## src/dsq_pkg.sv

```systemverilog
// Shared types and constants for the deadline-sorted sleep queue.
// Used by dsq_cell and deadline_sorted_sleep_queue_core; no other dependencies.
package dsq_pkg;

  localparam int DEADLINE_W = 64;
  localparam int THREAD_W   = 6;
  localparam int MASK_W     = 64;

  // Operation broadcast to every cell of the chain.
  typedef enum logic [1:0] {
    CELL_HOLD   = 2'd0,
    CELL_INSERT = 2'd1,
    CELL_MARK   = 2'd2,
    CELL_REMOVE = 2'd3
  } cell_op_t;

  typedef struct packed {
    cell_op_t                op;
    logic [DEADLINE_W-1:0]   deadline;
    logic [THREAD_W-1:0]     thread;
    logic [DEADLINE_W-1:0]   now;
    logic [MASK_W-1:0]       mask;
  } cell_cmd_t;

  // Contents of one queue slot, as handed between neighbors.
  typedef struct packed {
    logic                    valid;
    logic                    flag;
    logic [DEADLINE_W-1:0]   deadline;
    logic [THREAD_W-1:0]     thread;
  } cell_data_t;

endpackage

```

## src/dsq_cell.sv

```systemverilog
// One slot of the sorted sleep queue chain.
// Depends on dsq_pkg for the command and slot data types.
module dsq_cell #(
  parameter int THREAD_COUNT = 64
) (
  input  logic               clk,
  input  logic               rst,
  input  dsq_pkg::cell_cmd_t cmd,
  input  dsq_pkg::cell_data_t left_data,
  input  logic               left_gt,
  input  dsq_pkg::cell_data_t right_data,
  input  logic               shift_en,
  output dsq_pkg::cell_data_t cur,
  output logic               gt
);

  logic blocked;

  // The chain is sorted, so the cells holding later deadlines form a suffix.
  assign gt = cur.valid && (cur.deadline > cmd.deadline);

  assign blocked = ({1'b0, cur.thread} < (dsq_pkg::THREAD_W+1)'(THREAD_COUNT))
                   && cmd.mask[cur.thread];

  always_ff @(posedge clk) begin
    if (rst) begin
      cur.valid <= 1'b0;
      cur.flag  <= 1'b0;
    end else begin
      case (cmd.op)
        dsq_pkg::CELL_INSERT: begin
          // Later entries move one slot right; the first of them, or else the first empty slot, takes the new one.
          if (gt || (!cur.valid && left_data.valid)) begin
            cur.valid <= 1'b1;
            cur.flag  <= 1'b0;
            if (left_gt) begin
              cur.deadline <= left_data.deadline;
              cur.thread   <= left_data.thread;
            end else begin
              cur.deadline <= cmd.deadline;
              cur.thread   <= cmd.thread;
            end
          end
        end
        dsq_pkg::CELL_MARK: begin
          cur.flag <= cur.valid && (cur.deadline <= cmd.now) && blocked;
        end
        dsq_pkg::CELL_REMOVE: begin
          if (shift_en) begin
            cur <= right_data;
          end
        end
        default: begin
        end
      endcase
    end
  end

endmodule

```

## config.mk

```make
export PLATFORM = sky130hd
export DESIGN_NAME = dsq_cell
export DESIGN_NICKNAME = d
export VERILOG_FILES = /design/src/dsq_pkg.sv /design/src/dsq_cell.sv
export SDC_FILE = /design/constraint.sdc
export NUM_CORES = 1
export LEC_CHECK = 0
export ABC_CLOCK_PERIOD_IN_PS = 9420
export BUFFER_PORTS_ARGS = -buffer_cell sky130_fd_sc_hd__buf_2
export CAP_MARGIN = 10
export CORE_MARGIN = 1.5
export CORE_UTILIZATION = 29
export CTS_BUF_LIST = sky130_fd_sc_hd__clkbuf_2 sky130_fd_sc_hd__clkbuf_4 sky130_fd_sc_hd__clkbuf_8
export CTS_CLUSTER_SIZE = 24
export DETAILED_ROUTE_END_ITERATION = 12
export PLACE_DENSITY = 0.62
export SLEW_MARGIN = 20
export SYNTH_ARGS = -nofsm -noshare
export SYNTH_HDL_FRONTEND = slang
export SYNTH_SLANG_ARGS = --single-unit
```

## constraint.sdc

```tcl
create_clock -name clk -period 9.42 [get_ports clk]
set_input_delay 0.471 -clock clk [delete_from_list [all_inputs] [get_ports clk]]
set_output_delay 0.471 -clock clk [all_outputs]
set_load 0.05 [all_outputs]
```

Word-level counts from Yosys, hierarchy flattened --
Index checks and enable logic that the tools add are counted.
Storage, ports and cells: flip-flop bits (word level) 72, input port bits 348, output and inout bits 73, logic and storage cells 32
Operators by class: magnitude comparators 3, equal/unequal tests 5, muxes and demuxes 8, bitwise gates (word level) 1, reduce and logical (&&, ||, !) cells 11
Operators by type and width (count):
- $mux W72 | 2
- $pmux W70 S2 | 1
- $mux W70 | 1
- $gt A64 B64 Y1 | 1
- $le A64 B64 Y1 | 1
- $lt A6 B7 Y1 const B | 1
- $bmux W1 S6 | 1
- $reduce_and A3 Y1 | 2
- $eq A2 B2 Y1 const B | 2
- $logic_and A1 B1 Y1 | 4
- $ne A2 B2 Y1 const B | 2
- $reduce_and A4 Y1 | 1
- $pmux W1 S3 | 1
- $reduce_bool A3 Y1 | 1
- $eq A2 B1 Y1 const B | 1
- $pmux W1 S2 | 1
- $reduce_bool A2 Y1 | 1
- $logic_not A1 Y1 | 1
- $logic_or A1 B1 Y1 | 1
- $mux W1 | 1
- $not A1 Y1 | 1

Longest topological paths before layout --
Gate-level depths: netlist of the first run.
depth after elaboration 5, gate-level depth with buffers 9, mapped depth without buffers 9

Least setup slack after synthesis of the first run --
OpenSTA, ideal clock, no wires.
kind reg2reg, from register cur[53] in the netlist's numbering, to register cur[0] in the netlist's numbering, enable pin, setup time 0.441 ns, arrival time 4.599 ns, data required time 8.979 ns, slack 4.381 ns, stages on the path, launching flop included 9, buffers on the path 0, period minus slack after synthesis 5.039 ns, path through edfxtp_1 -> ha_1 -> nand4_1 -> nor4_1 -> a22o_1 -> o41a_1 -> a41oi_1 -> a21oi_1 -> o31a_1
Between the ends: longest elaborated chain between the ends 5
Ends and longest elaborated chain:
- from (decl) | line dsq_cell.sv:13 | output dsq_pkg::cell_data_t cur,
- from (signal assigned) | line dsq_cell.sv:50 | cur <= right_data;
- $gt A64 B64 Y1 | line dsq_cell.sv:20 | assign gt = cur.valid && (cur.deadline > cmd.deadline);
- $logic_and A1 B1 Y1 | line dsq_cell.sv:20
- named net gt | line dsq_cell.sv:14 | output logic gt
- $logic_or A1 B1 Y1 | line dsq_cell.sv:33 | if (gt || (!cur.valid && left_data.valid)) begin
- $ne A2 B2 Y1 (no source line)
- $reduce_and A4 Y1 (no source line)
The timed path passes the listed nets, and every way through them passes these cells. A chain may end at the register's enable or synchronous reset.

Worst setup path in the final report of the first run --
from register cur[68] in the netlist's numbering, to register cur[52] in the netlist's numbering, enable pin
Between the ends: longest elaborated chain between the ends 5
Ends and longest elaborated chain (line):
- $gt A64 B64 Y1 | dsq_cell.sv:20
- $logic_and A1 B1 Y1 | dsq_cell.sv:20
- $logic_or A1 B1 Y1 | dsq_cell.sv:33
- $ne A2 B2 Y1 (no source line)
- $reduce_and A4 Y1 (no source line)
No other way between the ends.

==> results of run 1 <==
==> layer usage <==
layer | up-vias | routed length [microns] | GRT usage
met2 | 255 | 13000 | 0.330
li1 | 3807 | - | -
met5 | - | 41 | 0
met3 | 25 | 1660 | 0.0452
met4 | 6 | 378 | 0.0450
met1 | 3416 | 11500 | 0.242
==> per-stage QoR <==
stage	cells	hold slack (ns)	worst slack [ns]	total power [mW]	utilization
finish	1564	0.326	5.34	0.994	0.400
global route	1562	0.302	5.06	1.06	0.400
CTS	1561	0.306	5.19	1.01	0.400
detailed placement	1545	0.577	5.07	0.732	0.392
global placement	1545	0.555	5.10	0.725	0.392
floorplan	820	0.543	4.38	0.591	-
==> cell type report <==
type	count	area, sq um	share of cell area
sequential	72	2140	0.212
multi-input combinational	588	4710	0.467
antenna	3	7.51	0.000743
inverter	132	495	0.0491
clock inverter	4	45.0	0.00446
timing repair buffer	423	2130	0.211
clock buffer	12	153	0.0151
tap	330	413	0.0409
==> placed cells by master (no fill, tap or decap), types with 4 or more instances in the layout <==
cell,count
nand2_1,102
inv_1,132
mux4_1,14
clkbuf_8,10
nand4_1,26
nand3_1,13
nor3_1,4
ha_1,128
and3_1,4
buf_4,5
a221oi_1,7
nor2_1,13
a211oi_1,5
a21oi_1,57
mux2i_1,70
a21o_1,10
a22o_1,5
buf_2,418
edfxtp_1,70
o21ai_0,91
nor4_1,6
==> worst min-delay path by stage <==
stage          startpoint       to  cells after the start
2_1_floorplan         rst  cur[71]                      1
3_3_place_gp      cur[71]  cur[71]                      2
3_5_place_dp      cur[71]  cur[71]                      2
4_1_cts               rst  cur[71]                      2
5_1_grt               rst  cur[71]                      2
6_report              rst  cur[71]                      2
==> cells by family after synthesis <==
group	after synthesis
mux	88
simple gates	182
fa+ha+maj	128
buf+inv	160
flops	72
compound gates	190
==> where the power goes <==
group          internal (mW)  leakage (nW)  switching [mW]
Clock                  0.135         0.107           0.137
Sequential             0.373         0.664          0.0149
Combinational          0.144          4.61           0.190
Total                  0.652          5.38           0.342
==> out/metrics.cfg, run 1 <==
[yosys]
yosys_most_used_dff = edfxtp_1
ys_ff_latch = 72
synth_edf_count = 70
synth_area_leaders = edfxtp_1 (28%), ha_1 (21%), mux2i_1 (9.4%)
syn_area_sq_mm = 0.00748
syn_nets = 1296
ys_seq_area_frac = 0.286
synth_compound_area_frac = 0.147
synth-simple-area-share = 0.115
synth_mux_area_frac = 0.153
yosys.area.top_type_share = 0.281
async_reset_ff_frac = 0
synthXorXnorAreaFrac = 0
synth_area_per_cell_sq_um = 9.12
synth_area_leader_cell = edfxtp_1
yosys.cell_types.count = 51
synth_common_cells = inv_1 (132), ha_1 (128), nand2_1 (102)
yosys_warnings = 0
synth_top_family_by_area = adder cells
syn_inst = 820
yosysMostFrequentCell = inv_1
synth-adder-area-share = 0.214

[global_routing]
grt_pass1_wl_mm = 39.2
overflow = 0
grt_pass1_vias = 7447
globalRouteTotalUtil = 0.192
antenna_found_initial = 6
grt_max_degree = 95

[place]
placed_area_sq_mm = 0.00989
dp_hpwl_mm = 22.7
place.gp.congestion = 0.856
port_buffers = 419

[route]
wl_per_cell_microns = 17.0
drc = 0
drt_iter0_drc = 361
antenna_left = 0
via_count = 7509
routed_wl_mm = 26.6
routed_via_density = 4.80
drt-pass1-iter-count = 4

[job]
cap_violations = 0

[clock_tree]
clock_path_buffers = 2
cts_root_buf = clkbuf_8
clock-sinks = 72
ctsHoldBuffers = 0
clkLatencyLatePin_ns = 0.37
cts_resized = 0
cts_tree = done
cts_buffers = 9
post_cts_buffers = 0
ctsHtreeMaxLevel = 3
clk_pin_slew_worst_paths_ns = 0.08

[finish]
post_route_cells_drive_above_1_share = 0.366
largestRegisters = cur (72)
top_register = cur
largest_reg_flops = 72
fillers = 2628
area.growth.synth_to_final_pct = 35.0
layout.nets = 1702
final_cell_area_sq_mm = 0.0101

[worst_setup_path]
cp.arrival_ns = 4.07
path_class = reg -> reg
crit_chain = ha_1, nand4_1, nor4_1, and3_1, a31oi_1, a21oi_1, o31a_2, buf_4
r2r-start = cur[68]
worst-path-stages = 8
cp_num_buf_inv = 1
end_kind = flip-flop
cp-start-kind = flip-flop
critical_path_peak_fanout = 45
cp.required_ns = 9.42
cp_slowest_stage_delay_ns = 0.72
crit_path_end = cur[52]
ff2ff_setup_slack_ns = 5.34
r2r_end = cur[52]
crit_start = cur[68]
reg2reg_depth = 8
cp_top_family = simple AND/OR/NAND/NOR gates
critPathSlowestCell = nor4_1

[sta]
fmax_mhz = 245
worst_pin_slew_ns = 0.907
finalHoldViolCount = 0
fin_crit_sh = 0.433
relSlewSlack = 0.396
finalMaxSlewViolations = 0
min_period_ns = 4.08
skew_ns = 0.0152
rsz0062_at_grt = no
setup_viol = 0
fin_tns_setup_ns = 0

[floorplanning]
die_h_microns = 164
rows = 58
dieArea_sq_mm = 0.0268
initial_utilization = 0.296
io_pins = 421
dieWidth_microns = 164
core_area_sq_mm = 0.0253

[min_path]
min-delay-path-class = in -> reg

[pwr]
p_leak_nw = 5.38
irDropWorstVdd_mv = 0.0639
power_density_mw_per_mm2 = 98.4

[status]
outcome = finished, final reports clean

No activity file was read; power rests on OpenSTA's default activity.
==> inputs of run 2 (changes only) <==
ABC_CLOCK_PERIOD_IN_PS = 3300   (was 9420)
PLACE_DENSITY = 0.64   (was 0.62)
clock period = 3.3 ns   (was 9.42 ns; I/O delays follow)
==> run 2 against run 1 <==
  * Hold slack got worse by 0.26 ns
  * Worst setup slack got worse by 5.1 ns
  * Clock skew about the same
==> out/metrics.cfg, run 2 (same netlist as run 1, synthesis figures left out) <==
[global_routing]
grt_max_degree = 59  ; -38%
antenna_found_initial = 0  ; -6
grt_pass1_wl_mm = 39.1  ; -0.27%
globalRouteTotalUtil = 0.193  ; +0.000410
overflow = 0  ; unchanged
grt_pass1_vias = 7436  ; -0.15%

[sta]
finalHoldViolCount = 0  ; unchanged
fin_crit_sh = 0.914  ; +0.481
skew_ns = 0.0152  ; +0.0000512 ns
relSlewSlack = 0.406  ; +0.0104
fin_tns_setup_ns = 0  ; unchanged
rsz0062_at_grt = no
fmax_mhz = 332  ; +35%
min_period_ns = 3.02  ; -1.06 ns
worst_slack_ns = 0.284  ; -5.06 ns
finalMaxSlewViolations = 0  ; unchanged
worst_pin_slew_ns = 0.891  ; -0.0156 ns
setup_viol = 0  ; unchanged

[route]
drt-pass1-iter-count = 5  ; +1
routed_wl_mm = 26.6  ; +0.28%
routed_via_density = 4.83  ; +0.52%
via_count = 7577  ; +0.91%
antenna_left = 0  ; unchanged
drt_iter0_drc = 326  ; -9.7%
drc = 0  ; unchanged
wl_per_cell_microns = 17.0  ; -0.10%

[min_path]
min_from = right_data[11]
hold_end = cur[11]
holdPathStages = 3  ; +1
min-delay-path-class = in -> reg

[worst_setup_path]
cp_top_family = compound AO/OA/AOI/OAI gates
critical_path_peak_fanout = 26  ; -42%
cp.required_ns = 3.39  ; -6.03 ns
end_kind = flip-flop
cp.arrival_ns = 3.11  ; -0.96 ns
critPathSlowestCell = edfxtp_1
path_class = reg -> reg
cp-start-kind = flip-flop
cp_num_buf_inv = 1  ; unchanged
r2r_end = cur[57]
crit_chain = ha_1, a21oi_1, o21ai_0, a22o_1, o41a_1, a41oi_1, a21oi_4, o31a_4, buf_4
ff2ff_setup_slack_ns = 0.28  ; -5.06 ns
r2r-start = cur[45]
cp_slowest_stage_delay_ns = 0.42  ; -0.30 ns
reg2reg_depth = 9  ; +1

[finish]
layout_commonest_cell = buf_2
post_route_cells_drive_above_1_share = 0.371  ; +0.00460
top_register = cur
area.growth.synth_to_final_pct = 37.1
most-common-layout-cells = buf_2 (418), inv_1 (132), ha_1 (128)
layout.nets = 1711  ; +0.53%
largest_reg_flops = 72  ; unchanged
largestRegisters = cur (72)
diodes = 0  ; -3

[floorplanning]
dieWidth_microns = 164  ; unchanged
die_h_microns = 164  ; unchanged
core_area_sq_mm = 0.0253  ; unchanged
io_pins = 421  ; unchanged
dieArea_sq_mm = 0.0268  ; unchanged
initial_utilization = 0.296  ; unchanged
rows = 58  ; unchanged

[clock_tree]
clock_path_buffers = 2  ; unchanged
post_cts_buffers = 0  ; unchanged
cts_buffers = 9  ; unchanged
clock-sinks = 72  ; unchanged
cts_root_buf = clkbuf_8
ctsHtreeMaxLevel = 3  ; unchanged
ctsHoldBuffers = 1  ; +1
cts_tree = done
cts_resized = 0  ; unchanged
clk_pin_slew_worst_paths_ns = 0.09  ; about the same
clkLatencyLatePin_ns = 0.37  ; about the same

[pwr]
irDropWorstVdd_mv = 0.157  ; +150%
p_total_mw = 2.97  ; +200%
power_density_mw_per_mm2 = 289  ; +190%
p_leak_nw = 5.45  ; +1.3%

[place]
pre_cts_ws_ns = 0.258  ; -4.81 ns
port_buffers = 419  ; unchanged
place.gp.congestion = 0.855  ; about the same
dp_hpwl_mm = 22.8  ; +0.56%

[status]
outcome = finished, final reports clean

[job]
cap_violations = 0  ; unchanged

-- run 2: final cells by class --
type                    count  area (sq um)
fillers                  2552         15000
multi-input cells         588          4740
repair buffers            432          2220
flip-flops and latches     72          2140
inverters                 132           495
well taps                 330           413
clock buffers              10           131
clock inverters             6           108
-- run 2: metrics by stage --
stage,instances,hold WS [ns],utilization,area [sq um]
3_5_place_dp,1553,0.392,0.396,10000
5_1_grt,1570,0.0574,0.406,10300
2_1_floorplan,820,0.237,-,7510
6_report,1570,0.0626,0.406,10300
3_3_place_gp,1553,0.383,0.396,10000
4_1_cts,1570,0.0311,0.406,10300
-- run 2: worst register-to-register path, stage by stage, from the launching register on --
cell	delay (ns)
edfxtp_1	0.42
ha_1	0.31
a21oi_1	0.19
o21ai_0	0.14
a22o_1	0.24
o41a_1	0.34
a41oi_1	0.33
a21oi_4	0.11
o31a_4	0.38
buf_4	0.24
-- run 2: where the power goes --
group	internal [mW]	switching (mW)
logic	0.421	0.549
clock network	0.509	0.381
registers	1.06	0.0419
-- run 2: worst max path at each step --
stage,endpoint,cells after the start,start,slack (ns)
after floorplan,cur[0],7,cur[65],0.001
after CTS,cur[57],9,cur[45],0.24
after detailed placement,cur[54],9,cur[36],0.26
after global placement,cur[56],9,cur[45],0.31
after global routing,cur[57],9,cur[25],0.04
final,cur[57],9,cur[45],0.28
-- run 2: metal layers --
layer | global-route usage | wire (microns) | up-vias | share of wire
li1 | - | - | 3812 | -
met1 | 0.242 | 11400 | 3490 | 0.43
met2 | 0.336 | 13200 | 253 | 0.50
met3 | 0.0396 | 1560 | 22 | 0.059
met4 | 0.0459 | 386 | 0 | 0.014
met5 | 0 | 0 | - | 0
